--- src/hw/rtl/ccpr_pkg.sv ---
// shared types and constants of the control change packet reporter
package ccpr_pkg;

  localparam int unsigned POT_CHANNELS_DEF    = 4;
  localparam int unsigned BUTTON_CHANNELS_DEF = 4;

  localparam int unsigned THRESH_W  = 12;
  localparam int unsigned TIMEOUT_W = 8;
  localparam int unsigned SAMPLE_W  = 12;
  localparam int unsigned CHAN_W    = 2;
  localparam int unsigned BYTE_W    = 8;
  localparam int unsigned PKT_BYTES = 5;
  localparam int unsigned CFG_IDX_W = 1;
  localparam int unsigned CFG_DATA_W = 12;

  localparam logic [THRESH_W-1:0]  RESET_THRESHOLD = 12'd10;
  localparam logic [TIMEOUT_W-1:0] RESET_TIMEOUT   = 8'd100;

  localparam logic [BYTE_W-1:0]   CMD_POT         = 8'h50;  // 'P'
  localparam logic [BYTE_W-1:0]   CMD_BUTTON      = 8'h42;  // 'B'
  localparam logic [SAMPLE_W-1:0] LOW_NIBBLE_MASK = 12'h00F;

  typedef enum logic {
    KIND_POT    = 1'b0,
    KIND_BUTTON = 1'b1
  } kind_e;

  typedef enum logic [CFG_IDX_W-1:0] {
    REG_THRESHOLD = 1'b0,
    REG_TIMEOUT   = 1'b1
  } cfg_idx_e;

  typedef struct packed {
    logic                kind;
    logic [CHAN_W-1:0]   channel;
    logic [SAMPLE_W-1:0] sample_value;
  } in_t;

  typedef struct packed {
    logic [BYTE_W-1:0] packet_byte;
    logic              last_byte;
  } out_t;

  // one memory word per pot channel
  typedef struct packed {
    logic [SAMPLE_W-1:0]  value;
    logic [TIMEOUT_W-1:0] timer;
  } pot_word_t;

  typedef struct packed {
    logic [BYTE_W-1:0] cmd;
    logic [BYTE_W-1:0] chan;
    logic [BYTE_W-1:0] data0;
    logic [BYTE_W-1:0] data1;
    logic [BYTE_W-1:0] sum;
  } pkt_t;

  // handshake between compute stage and serializer
  typedef struct packed {
    logic load;
    pkt_t pkt;
  } pkt_req_t;

endpackage

--- src/hw/rtl/ccpr_state_mem.sv ---
// channel state memory with registered read, write forwarding and reset-to-zero valid bits
module ccpr_state_mem #(
  parameter int unsigned Depth = 4,
  parameter int unsigned Width = 8,
  localparam int unsigned AddrW = (Depth > 1) ? $clog2(Depth) : 1
) (
  input  logic             clk_i,
  input  logic             rst_ni,
  input  logic             rd_en_i,
  input  logic [AddrW-1:0] rd_addr_i,
  output logic [Width-1:0] rd_data_o,
  input  logic             wr_en_i,
  input  logic [AddrW-1:0] wr_addr_i,
  input  logic [Width-1:0] wr_data_i
);

  logic [Width-1:0] mem [Depth];
  logic [Depth-1:0] vld_q;
  logic [Width-1:0] rd_q;
  logic             rd_vld_q;
  logic             fwd;

  assign fwd = wr_en_i && (wr_addr_i == rd_addr_i);

  always_ff @(posedge clk_i) begin
    if (wr_en_i) begin
      mem[wr_addr_i] <= wr_data_i;
    end
  end

  always_ff @(posedge clk_i) begin
    if (rd_en_i) begin
      rd_q <= fwd ? wr_data_i : mem[rd_addr_i];
    end
  end

  always_ff @(posedge clk_i or negedge rst_ni) begin
    if (!rst_ni) begin
      vld_q    <= '0;
      rd_vld_q <= 1'b0;
    end else begin
      if (wr_en_i) begin
        vld_q[wr_addr_i] <= 1'b1;
      end
      if (rd_en_i) begin
        rd_vld_q <= fwd || vld_q[rd_addr_i];
      end
    end
  end

  // never written entries read as zero
  assign rd_data_o = rd_vld_q ? rd_q : '0;

`ifndef SYNTH
  a_fwd_same_entry: assert property (@(posedge clk_i) disable iff (!rst_ni)
    rd_en_i && wr_en_i && (wr_addr_i == rd_addr_i) |=> rd_data_o == $past(wr_data_i))
    else $error("write data not forwarded to read of same entry");
  a_rd_hold: assert property (@(posedge clk_i) disable iff (!rst_ni)
    !rd_en_i |=> $stable(rd_q) && $stable(rd_vld_q))
    else $error("read data changed without a read");
`endif

endmodule

--- src/hw/rtl/ccpr_packet_ser.sv ---
// five-byte packet buffer that sends one byte per output request
module ccpr_packet_ser (
  input  logic              clk_i,
  input  logic              rst_ni,
  input  ccpr_pkg::pkt_req_t req_i,
  output logic              load_ok_o,
  output logic              out_valid_o,
  input  logic              out_stall_i,
  output ccpr_pkg::out_t    out_data_o
);
  import ccpr_pkg::*;

  localparam int unsigned CntW = $clog2(PKT_BYTES);
  localparam logic [CntW-1:0] LastCnt = CntW'(PKT_BYTES - 1);

  logic [BYTE_W-1:0] bytes_q [PKT_BYTES];
  logic [CntW-1:0]   cnt_q;
  logic              busy_q;
  logic              take;
  logic              done;

  assign take      = busy_q && !out_stall_i;
  assign done      = take && (cnt_q == LastCnt);
  assign load_ok_o = !busy_q || done;

  always_ff @(posedge clk_i) begin
    if (req_i.load && load_ok_o) begin
      bytes_q[0] <= req_i.pkt.cmd;
      bytes_q[1] <= req_i.pkt.chan;
      bytes_q[2] <= req_i.pkt.data0;
      bytes_q[3] <= req_i.pkt.data1;
      bytes_q[4] <= req_i.pkt.sum;
    end else if (take) begin
      for (int i = 0; i < PKT_BYTES - 1; i++) begin
        bytes_q[i] <= bytes_q[i+1];
      end
    end
  end

  always_ff @(posedge clk_i or negedge rst_ni) begin
    if (!rst_ni) begin
      busy_q <= 1'b0;
      cnt_q  <= '0;
    end else if (req_i.load && load_ok_o) begin
      busy_q <= 1'b1;
      cnt_q  <= '0;
    end else if (done) begin
      busy_q <= 1'b0;
      cnt_q  <= '0;
    end else if (take) begin
      cnt_q <= cnt_q + 1'b1;
    end
  end

  assign out_valid_o            = busy_q;
  assign out_data_o.packet_byte = bytes_q[0];
  assign out_data_o.last_byte   = (cnt_q == LastCnt);

`ifndef SYNTH
  a_cnt_range: assert property (@(posedge clk_i) disable iff (!rst_ni)
    cnt_q <= LastCnt)
    else $error("byte counter past end of packet");
  a_end_idle: assert property (@(posedge clk_i) disable iff (!rst_ni)
    done && !req_i.load |=> !out_valid_o)
    else $error("serializer still busy after last byte");
`endif

endmodule

--- src/hw/rtl/control_change_packet_reporter_unit.sv ---
// Control change packet reporter: pot deadband and button edge detection
// with five-byte packets (command, channel, data0, data1, 8-bit sum).
// Input channel: in_valid_i / in_stall_o carrying kind, channel, sample.
// Output channel: out_valid_o / out_stall_i carrying one packet byte per
// request, last_byte set on the checksum byte.
// Configuration: cfg_we_i writes cfg_data_i into the register cfg_idx_i
// (0 change threshold, 1 idle timeout); write only while the block is idle.
// Flow: a sample is read from the state memory at its accept edge, is
// evaluated in the next cycle and its packet loads into the serializer
// once load_ok allows it; the serializer register then drives the first byte.
// Throughput: samples that report nothing are taken one per cycle while no
// reporting sample waits in the compute stage; a reporting sample waits there
// until the byte serializer is idle or takes the last byte of its packet.
// Back-to-back samples on one channel see each other's updates through
// write forwarding in the state memories.
// Reset: threshold 10, timeout 100, all pot values, timers and button
// levels read as zero. A stalled receiver holds the current byte; once the
// compute stage holds a packet it cannot hand over, in_stall_o rises.
module control_change_packet_reporter_unit #(
  parameter int unsigned PotChannels    = ccpr_pkg::POT_CHANNELS_DEF,
  parameter int unsigned ButtonChannels = ccpr_pkg::BUTTON_CHANNELS_DEF
) (
  input  logic                                clk_i,
  input  logic                                rst_ni,
  input  logic                                in_valid_i,
  output logic                                in_stall_o,
  input  ccpr_pkg::in_t                       in_data_i,
  output logic                                out_valid_o,
  input  logic                                out_stall_i,
  output ccpr_pkg::out_t                      out_data_o,
  input  logic                                cfg_we_i,
  input  logic [ccpr_pkg::CFG_IDX_W-1:0]      cfg_idx_i,
  input  logic [ccpr_pkg::CFG_DATA_W-1:0]     cfg_data_i
);
  import ccpr_pkg::*;

  localparam int unsigned PotAw = (PotChannels > 1) ? $clog2(PotChannels) : 1;
  localparam int unsigned BtnAw = (ButtonChannels > 1) ? $clog2(ButtonChannels) : 1;
  localparam int unsigned PotW  = $bits(pot_word_t);

  logic [THRESH_W-1:0]  thresh_q;
  logic [TIMEOUT_W-1:0] timeout_q;

  logic in_accept;
  logic s1_valid_q;
  in_t  s1_q;
  logic s1_inrange_q;
  logic s1_fire;
  logic in_inrange;

  logic [PotW-1:0] pot_rd;
  logic [PotW-1:0] pot_wr;
  logic            pot_we;
  logic            btn_rd;
  logic            btn_wr;
  logic            btn_we;

  pot_word_t            pot_old;
  pot_word_t            pot_new;
  logic [SAMPLE_W-1:0]  diff;
  logic                 moved;
  logic                 level;
  logic                 emit;
  logic [BYTE_W-1:0]    b_cmd;
  logic [BYTE_W-1:0]    b_chan;
  logic [BYTE_W-1:0]    b_d0;
  logic [BYTE_W-1:0]    b_d1;
  pkt_req_t             req;
  logic                 load_ok;

  always_ff @(posedge clk_i or negedge rst_ni) begin
    if (!rst_ni) begin
      thresh_q  <= RESET_THRESHOLD;
      timeout_q <= RESET_TIMEOUT;
    end else if (cfg_we_i) begin
      case (cfg_idx_i)
        REG_THRESHOLD: thresh_q  <= cfg_data_i;
        REG_TIMEOUT:   timeout_q <= cfg_data_i[TIMEOUT_W-1:0];
        default: ;
      endcase
    end
  end

  assign in_accept  = in_valid_i && !in_stall_o;
  assign in_inrange = (in_data_i.kind == KIND_POT)
                    ? (int'(in_data_i.channel) < PotChannels)
                    : (int'(in_data_i.channel) < ButtonChannels);

  always_ff @(posedge clk_i or negedge rst_ni) begin
    if (!rst_ni) begin
      s1_valid_q <= 1'b0;
    end else if (in_accept) begin
      s1_valid_q <= 1'b1;
    end else if (s1_fire) begin
      s1_valid_q <= 1'b0;
    end
  end

  always_ff @(posedge clk_i) begin
    if (in_accept) begin
      s1_q         <= in_data_i;
      s1_inrange_q <= in_inrange;
    end
  end

  ccpr_state_mem #(
    .Depth(PotChannels),
    .Width(PotW)
  ) u_pot_mem (
    .clk_i,
    .rst_ni,
    .rd_en_i  (in_accept),
    .rd_addr_i(PotAw'(in_data_i.channel)),
    .rd_data_o(pot_rd),
    .wr_en_i  (pot_we),
    .wr_addr_i(PotAw'(s1_q.channel)),
    .wr_data_i(pot_wr)
  );

  ccpr_state_mem #(
    .Depth(ButtonChannels),
    .Width(1)
  ) u_btn_mem (
    .clk_i,
    .rst_ni,
    .rd_en_i  (in_accept),
    .rd_addr_i(BtnAw'(in_data_i.channel)),
    .rd_data_o(btn_rd),
    .wr_en_i  (btn_we),
    .wr_addr_i(BtnAw'(s1_q.channel)),
    .wr_data_i(btn_wr)
  );

  // evaluate the sample against its channel state
  always_comb begin
    pot_old = pot_word_t'(pot_rd);
    diff    = (s1_q.sample_value >= pot_old.value) ? s1_q.sample_value - pot_old.value
                                                   : pot_old.value - s1_q.sample_value;
    moved   = diff > thresh_q;
    level   = |s1_q.sample_value;
    pot_new = pot_old;
    if (moved) begin
      pot_new.value = s1_q.sample_value;
      pot_new.timer = timeout_q;
    end else if (pot_old.timer > TIMEOUT_W'(1)) begin
      pot_new.timer = pot_old.timer - 1'b1;
    end
    b_chan = BYTE_W'(s1_q.channel);
    if (s1_q.kind == KIND_POT) begin
      emit  = s1_inrange_q && (pot_old.timer > TIMEOUT_W'(1));
      b_cmd = CMD_POT;
      b_d0  = BYTE_W'(s1_q.sample_value & LOW_NIBBLE_MASK);
      b_d1  = s1_q.sample_value[SAMPLE_W-1:4];
    end else begin
      emit  = s1_inrange_q && (level != btn_rd);
      b_cmd = CMD_BUTTON;
      b_d0  = BYTE_W'(level);
      b_d1  = '0;
    end
  end

  assign s1_fire = s1_valid_q && (!emit || load_ok);
  assign pot_we  = s1_fire && s1_inrange_q && (s1_q.kind == KIND_POT);
  assign pot_wr  = pot_new;
  assign btn_we  = s1_fire && s1_inrange_q && (s1_q.kind == KIND_BUTTON);
  assign btn_wr  = level;

  assign in_stall_o = s1_valid_q && !s1_fire;

  assign req.load      = s1_valid_q && emit;
  assign req.pkt.cmd   = b_cmd;
  assign req.pkt.chan  = b_chan;
  assign req.pkt.data0 = b_d0;
  assign req.pkt.data1 = b_d1;
  assign req.pkt.sum   = b_cmd + b_chan + b_d0 + b_d1;

  ccpr_packet_ser u_ser (
    .clk_i,
    .rst_ni,
    .req_i      (req),
    .load_ok_o  (load_ok),
    .out_valid_o,
    .out_stall_i,
    .out_data_o
  );

`ifndef SYNTH
  a_stall_holds_item: assert property (@(posedge clk_i) disable iff (!rst_ni)
    in_stall_o |=> s1_valid_q && $stable(s1_q))
    else $error("stalled item lost from compute stage");
  a_no_write_out_of_range: assert property (@(posedge clk_i) disable iff (!rst_ni)
    (pot_we || btn_we) |-> s1_inrange_q && s1_valid_q)
    else $error("state written for an ignored channel");
`endif

endmodule
--- config.mk ---
export PLATFORM = sky130hd
export DESIGN_NAME = control_change_packet_reporter_unit
export DESIGN_NICKNAME = d
export VERILOG_FILES = /design/src/hw/rtl/ccpr_pkg.sv /design/src/hw/rtl/ccpr_state_mem.sv /design/src/hw/rtl/ccpr_packet_ser.sv /design/src/hw/rtl/control_change_packet_reporter_unit.sv
export SDC_FILE = /design/constraint.sdc
export NUM_CORES = 1
export LEC_CHECK = 0
export BUFFER_PORTS_ARGS = -buffer_cell sky130_fd_sc_hd__buf_2
export CORE_MARGIN = 1
export CORE_UTILIZATION = 35
export DETAILED_ROUTE_END_ITERATION = 6
export SYNTH_ARGS = -nofsm -noshare
export SYNTH_HDL_FRONTEND = slang
export SYNTH_SLANG_ARGS = --single-unit
--- constraint.sdc ---
create_clock -name clk_i -period 7.55 [get_ports clk_i]
set_input_delay 0.3775 -clock clk_i [delete_from_list [all_inputs] [get_ports clk_i]]
set_output_delay 0.3775 -clock clk_i [all_outputs]
set_load 0.005 [all_outputs]
**Yosys cells after proc, flatten, opt, wreduce, memory -nomap -nowiden**

Memory sizes are Yosys's and may differ from the RTL's. A register that Yosys moved wholly into a read port is not among the register bits.
Index checks and enable logic that the tools add are counted.

- Add/subtract/negate cells: 7
- Order comparisons: 6
- Eq/ne operators: 3
- Mux-type cells: 36
- Bitwise logic cells: 8
- Reductions and logical operators: 27

Operators with widths:

| operator | count |
|---|---|
| $mux W8 | 7 |
| $mux W12 | 2 |
| $sub A12 B12 Y12 | 2 |
| $mux W20 | 1 |
| $mux W1 | 18 |
| $add A8 B8 Y8 | 2 |
| $ge A12 B12 Y1 | 1 |
| $gt A12 B12 Y1 | 1 |
| $logic_and A1 B1 Y1 | 12 |
| $reduce_or A12 Y1 | 1 |
| $mux W3 | 3 |
| $add A8 B2 Y8 | 1 |
| $gt A8 B1 Y1 const B | 1 |
| $or A4 B4 Y4 | 2 |
| $sub A8 B1 Y8 const B | 1 |
| $lt A2 B3 Y1 const B | 2 |
| $logic_not A1 Y1 | 5 |
| $mux W5 | 1 |
| $bmux W1 S2 | 2 |
| $logic_or A1 B1 Y1 | 4 |
| $mux W4 | 1 |
| $or A1 B1 Y1 | 4 |
| $reduce_and A2 Y1 | 2 |
| $reduce_bool A2 Y1 | 2 |
| other kinds (8) | 9 |

- Register bits after elaboration: 50
- RAM bits: 124
- Output and inout port bits: 11
- Word-level logic and storage cells: 102
- Memories: 3

Memories:

| name | words | width | rd ports | clocked after Yosys merged registers in | wr ports | line | text |
|---|---|---|---|---|---|---|---|
| u_pot_mem.mem | 4 | 20 | 1 | 1 | 1 | ccpr_state_mem.sv:17 | `logic [Width-1:0] mem [Depth];` |
| u_ser.bytes_q | 5 | 8 | 5 | 0 | 5 | ccpr_packet_ser.sv:16 | `logic [BYTE_W-1:0] bytes_q [PKT_BYTES];` |
| u_btn_mem.mem | 4 | 1 | 1 | 1 | 1 | ccpr_state_mem.sv:17 |  |

**Longest topological paths before layout**

Gate-level depths: netlist of the first run.

- Word-level depth: 11
- Gate-level depth with buffers: 26

**By module**

Synthesis of the first run repeated with hierarchy kept, for this count alone.

- Cells, all modules: 706
- Area total of the unflattened synthesis: 10114.7 sq um

Modules (own cells, without submodules):

| module | times used | cells an instance | area each (sq um) | sequential area each (sq um) |
|---|---|---|---|---|
| ccpr_state_mem (u_pot_mem) | 1 | 189 | 4171.5 | 3128.0 |
| control_change_packet_reporter_unit | 1 | 386 | 3529.6 | 982.2 |
| ccpr_packet_ser | 1 | 102 | 1976.9 | 1301.2 |
| ccpr_state_mem (u_btn_mem) | 1 | 29 | 436.7 | 275.3 |

**Worst setup path before layout of the first run**

No wires, ideal clock.

- Kind: reg-to-reg
- Start: reg u_pot_mem.rd_vld_q
- End: reg u_pot_mem.rd_q[7], read port of u_pot_mem.mem (data pin)
- Library setup time: 0.260 ns
- Data arrival time: 5.304 ns
- Data required time: 7.290 ns
- Slack: 1.986 ns
- Stages on the path, launching flop included: 25
- Buffers on the path: 6
- Period minus slack after synthesis: 5.564 ns
- Path through: dfrtp_1 -> buf_2 -> buf_1 -> clkbuf_1 -> nand2_1 -> inv_1 -> ha_1 -> inv_1 -> fa_1 -> a21o_1 -> a21oi_1 -> a211o_1 -> and3_1 -> clkbuf_1 -> clkbuf_1 -> mux2_2 -> ha_1 -> nor2b_1 -> o21a_1 -> o21ai_0 -> a21oi_1 -> o21ai_0 -> clkbuf_1 -> mux2_2 -> mux2_2

- Word-level cells in the longest chain between the ends: 10

RTL lines:

| what | line | text |
|---|---|---|
| from (decl) | ccpr_state_mem.sv:20 | `logic rd_vld_q;` |
| from (signal assigned) | ccpr_state_mem.sv:46 | `rd_vld_q <= fwd \|\| vld_q[rd_addr_i];` |
| $mux W20 | ccpr_state_mem.sv:52 | `assign rd_data_o = rd_vld_q ? rd_q : '0;` |
| $gt A8 B1 Y1 | control_change_packet_reporter_unit.sv:150 | `emit = s1_inrange_q && (pot_old.timer > TIMEOUT_W'(1));` |
| $mux W1 | control_change_packet_reporter_unit.sv:149 | `if (s1_q.kind == KIND_POT) begin` |
| $logic_not A1 Y1 | control_change_packet_reporter_unit.sv:162 | `assign s1_fire = s1_valid_q && (!emit \|\| load_ok);` |
| $logic_or A1 B1 Y1 | control_change_packet_reporter_unit.sv:162 |  |
| $logic_and A1 B1 Y1 | control_change_packet_reporter_unit.sv:162 |  |
| $logic_not A1 Y1 | control_change_packet_reporter_unit.sv:168 | `assign in_stall_o = s1_valid_q && !s1_fire;` |
| $logic_and A1 B1 Y1 | control_change_packet_reporter_unit.sv:168 |  |
| $logic_not A1 Y1 | control_change_packet_reporter_unit.sv:84 | `assign in_accept = in_valid_i && !in_stall_o;` |
| $logic_and A1 B1 Y1 | control_change_packet_reporter_unit.sv:84 |  |
| to (decl) | ccpr_state_mem.sv:19 | `logic [Width-1:0] rd_q;` |

No other way between the ends.
A chain may end at the register's enable or synchronous reset.

**Final worst setup path of the first run**

- Start: reg u_pot_mem.rd_vld_q
- End: reg u_pot_mem.rd_q[14], read port of u_pot_mem.mem (data pin)

Same word-level chain as after synthesis.

==> qor.txt, run 1 <==
Synthesized area per cell = 13.7 µm²
Crit path time final = 5.55 ns
Worst Hold Class = primary input to async pin
Yosys Warn Count = 0
Antenna cells = 0
Fill count = 2460
Arr. time, crit path = 5.86 ns
I/O Buffers = 43
Met3 WL = 460 µm
Wirelength per Cell = 17.6 µm
Clock root buffer = clkbuf_16
DPL Wire Length = 13.2 mm
Clk buf depth = 2
Synth cell types = 51
Htree depth = 4
Worst Skew = 0.0149 ns
Critical Path Source Type = flip-flop
Die Wd = 167 µm
Antenna viol nets, final = 0
Hold_buf cts = 0
RSZ-0062 raised after global routing = no
FF-to-FF setup slack = 2.00 ns
Critical path required time = 7.85 ns
Slew Viols, Final = 0
Register area share after synthesis = 59.5%
Clock latency on the worst-skew pair = 0.44 ns
Tightest Pin Transition = 1.05 ns
CTS tree = done
CP max-delay cell = and3_1
Synthesized flop and latch total = 195
Final period utilization = 73.6%
Setup slack after layout = 2.00 ns
Post-CTS sizing = 0
Status = completed
Initial DRC count = 390
Lkg Pwr = 4.15 nW
Max Clk Rate = 180 MHz
Die area = 28000 µm²
Antenna violations before repair = 0
Count of final setup violators = 0
M1 WL = 9.22 mm
CP max stage delay = 0.54 ns
Placer congestion estimate = 0.838
Crit end category = flip-flop
Row cnt = 60
Worst path bufs/invs = 3
Avg Vias per Cell = 4.99
Core ar. = 26900 µm²
VDD IR-drop max = 0.167 mV
Mapped Cells = 700
Ports = 44
Setup Fix Bufs, Post-CTS = 0
Vias post-DR = 5470
Post-place setup slack = 1.98 ns
Fin nets = 827
Post-synth design cell area = 9560 µm²
Worst-path fanout max = 26
Relative slew margins = 30.3%
Area added between synthesis and finish = 12.5%
Largest net degree at the start of global routing = 41
Global Route Usage Sum = 14.3%
Fraction of registers with async set/reset = 17.9%
CP top delay family = compound AO/OA/AOI/OAI gates
EDFF count, synth = 160
Post-route DRC = 0
Chip Height = 167 µm
Worst R2R End = u_pot_mem.rd_q[14]
WL final = 19.3 mm
Max cap viols = 0
Top sig layer = met4
Power density over the cells = 342 nW/µm²
Initial Util = 35.6%
CP Cell Sequence = buf_4, nand2_1, inv_1, ha_1, a21o_1, a21oi_1, a211o_1, and3_1, mux2i_1, a21boi_0, xnor2_1, ha_1, a21o_1, a21o_1, a21oi_1, nand2_1, o21ai_2, buf_4, mux2i_1, mux2_2
Clk slew on worst S/H paths = 0.08 ns
Share of cells above drive strength 1 = 23.5%
Met2 wire length = 9.38 mm
Final hold vios = 0
Worst flop-to-flop path startpoint = u_pot_mem.rd_vld_q
CTS sink cnt = 195
Grt total ovfl = 0
Crit path top cell by count = a21o_1
First-pass DRT Iterations = 4
Vias in the first global route = 5500
Setup CP Type = flip-flop to flip-flop
Syn nets = 784
R2R depth = 20
First-pass GRT wire length = 30.5 mm
Num CTS Buffers = 17
Fin Setup TNS = 0 ns
Ys flop type = edfxtp_1
==> placed cells by master, fill, tap and decap left out, types with 20 or more instances in the layout <==
| cell type | instances |
|---|---|
| o21ai_0 | 31 |
| mux4_2 | 23 |
| dfrtp_1 | 30 |
| mux2i_1 | 20 |
| buf_2 | 43 |
| nand2_1 | 53 |
| inv_1 | 53 |
| nor2_1 | 34 |
| mux2_2 | 46 |
| edfxtp_1 | 160 |
| ha_1 | 46 |
| a21oi_1 | 31 |
==> metrics by stage <==
stage          power [W]  utilization (%)  instance area [µm²]  hold slack [ns]  std cells
6_report         0.00367             40.0                10800            0.101       1097
2_1_floorplan    0.00247                -                 9560           0.0819        700
5_1_grt          0.00389             40.0                10800            0.101       1097
3_5_place_dp     0.00279             37.8                10200            0.453       1065
4_1_cts          0.00371             40.0                10800            0.101       1097
3_3_place_gp     0.00276             37.8                10200            0.448       1065
==> per-layer routing <==
layer | up-vias | track usage, %
met3 | 16 | 2.22
met2 | 90 | 23.9
met4 | 0 | 4.23
met1 | 2723 | 19.3
li1 | 2641 | -
met5 | - | 0
==> worst register-to-register path, cell delays in order, from the launching register on <==
cell and delay (ns):
dfrtp_1 0.37, buf_4 0.28, nand2_1 0.14, inv_1 0.08, ha_1 0.27, a21o_1 0.20
a21oi_1 0.28, a211o_1 0.20, and3_1 0.54, mux2i_1 0.33, a21boi_0 0.14, xnor2_1 0.14
ha_1 0.29, a21o_1 0.18, a21o_1 0.16, a21oi_1 0.18, nand2_1 0.09, o21ai_2 0.51
buf_4 0.36, mux2i_1 0.44, mux2_2 0.24
==> worst max path at each step <==
stage | from | slack (ns) | depth (start not counted) | to
5_1_grt | u_pot_mem.rd_vld_q | 1.56 | 20 | u_pot_mem.rd_q[11]
3_3_place_gp | u_pot_mem.rd_vld_q | 2.14 | 20 | u_pot_mem.rd_q[10]
2_1_floorplan | u_pot_mem.rd_vld_q | 1.99 | 24 | u_pot_mem.rd_q[7]
4_1_cts | u_pot_mem.rd_vld_q | 1.95 | 20 | u_pot_mem.rd_q[14]
6_report | u_pot_mem.rd_vld_q | 2.00 | 20 | u_pot_mem.rd_q[14]
3_5_place_dp | u_pot_mem.rd_vld_q | 1.98 | 20 | u_pot_mem.rd_q[14]
==> cell type report <==
| type | count | area (µm²) | share of cell area (%) |
|---|---|---|---|
| clock buffer | 17 | 425 | 3.95 |
| clock inverter | 15 | 173 | 1.61 |
| inverter | 53 | 199 | 1.85 |
| multi-input combinational | 424 | 3560 | 33.1 |
| sequential | 195 | 5690 | 52.9 |
| tap | 341 | 427 | 3.97 |
| timing repair buffer | 52 | 283 | 2.63 |
==> power breakdown <==
part	internal (W)	switching, W
registers	0.00150	0.0000698
clock network	0.000499	0.000422
logic	0.000478	0.000709
total	0.00247	0.00120
==> cells by family (layout without fill, tap and decap cells) <==
| family | Yosys count | in the layout | synth area share (%) |
|---|---|---|---|
| DFF | 195 | 195 | 59.5 |
| xor gates and xnor gates | 21 | 21 | 1.92 |
| and+or+nand+nor | 150 | 150 | 7.51 |
| adders and majority gates | 51 | 51 | 7.07 |
| buffers and inverters | 81 | 137 | 3.46 |
| muxes | 92 | 92 | 13.3 |
| AOI/OAI and AO/OA | 110 | 110 | 7.26 |
==> cells in the mapped netlist, drive strengths merged (11+ instances only) <==
library cell | number | area, µm²
nor2 | 38 | 150
inv | 53 | 199
a21oi | 31 | 155
o21ai | 33 | 165
ha | 46 | 576
mux2 | 49 | 552
or2 | 11 | 71.3
clkbuf | 17 | 63.8
a21o | 11 | 82.6
and2 | 17 | 106
mux2i | 20 | 200
nand2 | 53 | 199
buf | 11 | 67.6
dfrtp | 30 | 751
edfxtp | 160 | 4800
mux4 | 23 | 518
xnor2 | 12 | 105
==> registers in the layout, summed over array words and instances, names as in the netlist <==
name	count
b_chan	2
s1_q	13
s1_valid_q	1
thresh_q	12
timeout_q	8
u_btn_mem.mem	4
u_btn_mem.rd_q	1
u_btn_mem.rd_vld_q	1
u_btn_mem.vld_q	4
u_pot_mem.mem	80
u_pot_mem.rd_q	20
u_pot_mem.rd_vld_q	1
u_pot_mem.vld_q	4
u_ser.bytes_q	40
u_ser.cnt_q	3
u_ser.out_valid_o	1
Note: power is estimated with default switching activity, not from simulation.
==> run 2: changes to the inputs <==
clock period = 5.4 ns   (was 7.55 ns; I/O delays follow)
==> run 2 against run 1 <==
  * The run now ends with hold timing left
  * Register-to-register slack got worse by 1.5 ns
  * Via count grew 0.37%
  * Sequential share of layout area fell by 0.60 points
  * Die area is the same
  * Core utilization increased by 0.46 points
  * Cell count increased by 0.91%
  * Largest power group unchanged
  * Global-route usage down 0.15 points
  * Critical path depth grew 1
  * Non-clock buffer count is 10 higher
  * Clock power rose by 39%
  * First-iteration DRC count fell by 16%
==> qor.txt, run 2 (synthesized netlist as in run 1, its figures left out) <==
Internal Power = 0.00355 W (was 0.00247 W)
Chip Height = 167 µm (unchanged)
Count of final setup violators = 0 (unchanged)
Placer congestion estimate = 0.841 (was 0.838)
Die Wd = 167 µm (unchanged)
Final hold vios = 25 (was 0)
Vias in the first global route = 5521 (was 5500)
Wirelength per Cell = 16.9 µm (was 17.6 µm)
Arr. time, crit path = 5.12 ns (was 5.86 ns)
Relative slew margins = 35.9% (was 30.3%)
Switching Power = 0.00170 W (was 0.00120 W)
Clk slew on worst S/H paths = 0.07 ns (was 0.08 ns)
Ports = 44 (unchanged)
First-pass DRT Iterations = 4 (unchanged)
Worst flop-to-flop path startpoint = s1_q[0] (was u_pot_mem.rd_vld_q)
Htree depth = 4 (unchanged)
Antenna violations before repair = 0 (unchanged)
Worst Skew = 0.0120 ns (was 0.0149 ns)
Post-route DRC = 0 (unchanged)
Setup slack after layout = 0.459 ns (was 2.00 ns)
Grt total ovfl = 0 (unchanged)
Die area = 28000 µm² (unchanged)
Commonest non-fill, non-tap cell in the layout = edfxtp_1 (unchanged)
Row cnt = 60 (unchanged)
Share of cells above drive strength 1 = 24.4% (was 23.5%)
Slew Viols, Final = 0 (unchanged)
I/O Buffers = 43 (unchanged)
Post-Layout Cell Count = 1107 (was 1097)
Num CTS Buffers = 17 (unchanged)
Crit path time final = 4.94 ns (was 5.55 ns)
Initial Util = 35.6% (unchanged)
Setup Fix Bufs, Post-CTS = 0 (unchanged)
Tightest Pin Transition = 0.962 ns (was 1.05 ns)
Lkg Pwr = 4.18 nW (was 4.15 nW)
Max cap viols = 0 (unchanged)
WL final = 18.7 mm (was 19.3 mm)
Power density over the cells = 482 nW/µm² (was 342 nW/µm²)
Initial DRC count = 328 (was 390)
R2R depth = 21 (was 20)
Avg Vias per Cell = 4.96 (was 4.99)
Worst Hold Class = primary input to async pin (unchanged)
Final period utilization = 91.5% (was 73.6%)
Multi-input gate area = 3580 µm² (was 3560 µm²)
Critical Path Source Type = flip-flop (unchanged)
Status = finished, violations left (was completed)
Antenna cells = 0 (unchanged)
FF-to-FF setup slack = 0.46 ns (was 2.00 ns)
Final core occ = 40.5% (was 40.0%)
DPL Wire Length = 13.1 mm (was 13.2 mm)
Max FFs per register = 80 (unchanged)
Crit end category = flip-flop (unchanged)
Vias post-DR = 5490 (was 5470)
Clock root buffer = clkbuf_16 (unchanged)
Worst R2R End = u_pot_mem.rd_q[6] (was u_pot_mem.rd_q[14])
Worst-path fanout max = 20 (was 26)
FF/Latch Area = 5690 µm² (unchanged)
CTS sink cnt = 195 (unchanged)
VDD IR-drop max = 0.266 mV (was 0.167 mV)
First-pass GRT wire length = 30.7 mm (was 30.5 mm)
Core ar. = 26900 µm² (unchanged)
Clk pwr share = 24.4% (was 25.1%)
Gate power share = 33.8% (was 32.3%)
Global Route Usage Sum = 14.2% (was 14.3%)
Fin Setup TNS = 0 ns (unchanged)
Antenna viol nets, final = 0 (unchanged)
Clk buf depth = 2 (unchanged)
Critical path required time = 5.58 ns (was 7.85 ns)
Setup CP Type = flip-flop to flip-flop (unchanged)
Sw frac = 32.4% (was 32.7%)
Seq pwr share = 41.8% (was 42.6%)
Placed Cells = 1069 (was 1065)
Reg with most FFs = u_pot_mem.mem (unchanged)
Fin nets = 837 (was 827)
Post-place setup slack = 0.497 ns (was 1.98 ns)
Clock latency on the worst-skew pair = 0.43 ns (was 0.44 ns)
Critical path startpoint = s1_q[0] (was u_pot_mem.rd_vld_q)
Hold slack = -0.0135 ns (was 0.101 ns)
Most frequent cells in the layout = edfxtp_1 (160), nand2_1 (53), inv_1 (53) (unchanged)
Max Clk Rate = 202 MHz (was 180 MHz)
RSZ-0062 raised after global routing = no (unchanged)
Biggest registers after layout = u_pot_mem.mem: 80 flops, u_ser.bytes_q: 40 flops, u_pot_mem.rd_q: 20 flops (unchanged)
Failing checks = hold timing
Fill count = 2465 (was 2460)
Largest net degree at the start of global routing = 41 (unchanged)
Area added between synthesis and finish = 13.8% (was 12.5%)
CTS tree = done (unchanged)
Crit path to = u_pot_mem.rd_q[6] (was u_pot_mem.rd_q[14])
run 2: through the flow:
stage / area (µm²) / total power [W] / hold slack, ns
2_1_floorplan: 9560 / 0.00346 / -0.0256
3_3_place_gp: 10200 / 0.00394 / 0.444
3_5_place_dp: 10200 / 0.00397 / 0.448
4_1_cts: 10800 / 0.00526 / 0.0000220
5_1_grt: 10900 / 0.00556 / 0.00270
6_report: 10900 / 0.00525 / -0.0135
run 2: repair_timing:
item | in CTS | in global routing
endpoints found under the hold margin | 2 | 4
resized for setup | 0 | 4
endpoints found under the setup margin | 0 | 4
hold buffers | 2 | 4
run 2: worst min-delay path by stage:
stage,start,to,slack [ns]
final,rst_ni,u_pot_mem.vld_q[2],-0.01
after global routing,in_data_i[9],s1_q[9],0.003
after CTS,in_data_i[9],s1_q[9],0.00002
after detailed placement,in_data_i[10],s1_q[10],0.45
after global placement,u_btn_mem.vld_q[1],u_btn_mem.vld_q[1],0.44
after floorplan,rst_ni,s1_valid_q,-0.03
run 2: final cells by class:
type	instances	area share (%)
Sequential cell	195	52.3
Multi-Input combinational cell	424	32.9
Clock buffer	19	4.16
Tap cell	341	3.92
Timing Repair Buffer	62	3.54
Inverter	53	1.83
Clock inverter	13	1.39
run 2: power groups by stage:
stage / sequential (W) / clock [W] / combinational [W]
2_1_floorplan: 0.00220 / 0 / 0.00126
4_1_cts: 0.00220 / 0.00131 / 0.00175
3_3_place_gp: 0.00222 / 0 / 0.00171
3_5_place_dp: 0.00223 / 0 / 0.00174
6_report: 0.00219 / 0.00128 / 0.00177
5_1_grt: 0.00222 / 0.00137 / 0.00198
run 2: worst max-delay path, cell delays in order (launching register included):
cell and delay (ns):
edfxtp_1 0.44, inv_1 0.10, ha_1 0.15, inv_1 0.06
fa_1 0.39, a21o_1 0.18, a21oi_1 0.28, a211o_1 0.19
and3_1 0.31, buf_4 0.22, mux2i_1 0.27, a21oi_1 0.12
xnor2_1 0.14, ha_1 0.18, a21o_1 0.15, a21o_1 0.17
a21oi_1 0.18, nand2_1 0.08, o21ai_2 0.19, buf_12 0.22
mux2_2 0.41, mux2_2 0.27
run 2: layer usage:
| layer | up-vias | routed length (µm) | track usage, % |
|---|---|---|---|
| met4 | 0 | 244 | 4.43 |
| met5 | - | 0 | 0 |
| li1 | 2666 | - | - |
| met3 | 17 | 543 | 2.29 |
| met2 | 79 | 9180 | 23.4 |
| met1 | 2728 | 8770 | 19.2 |
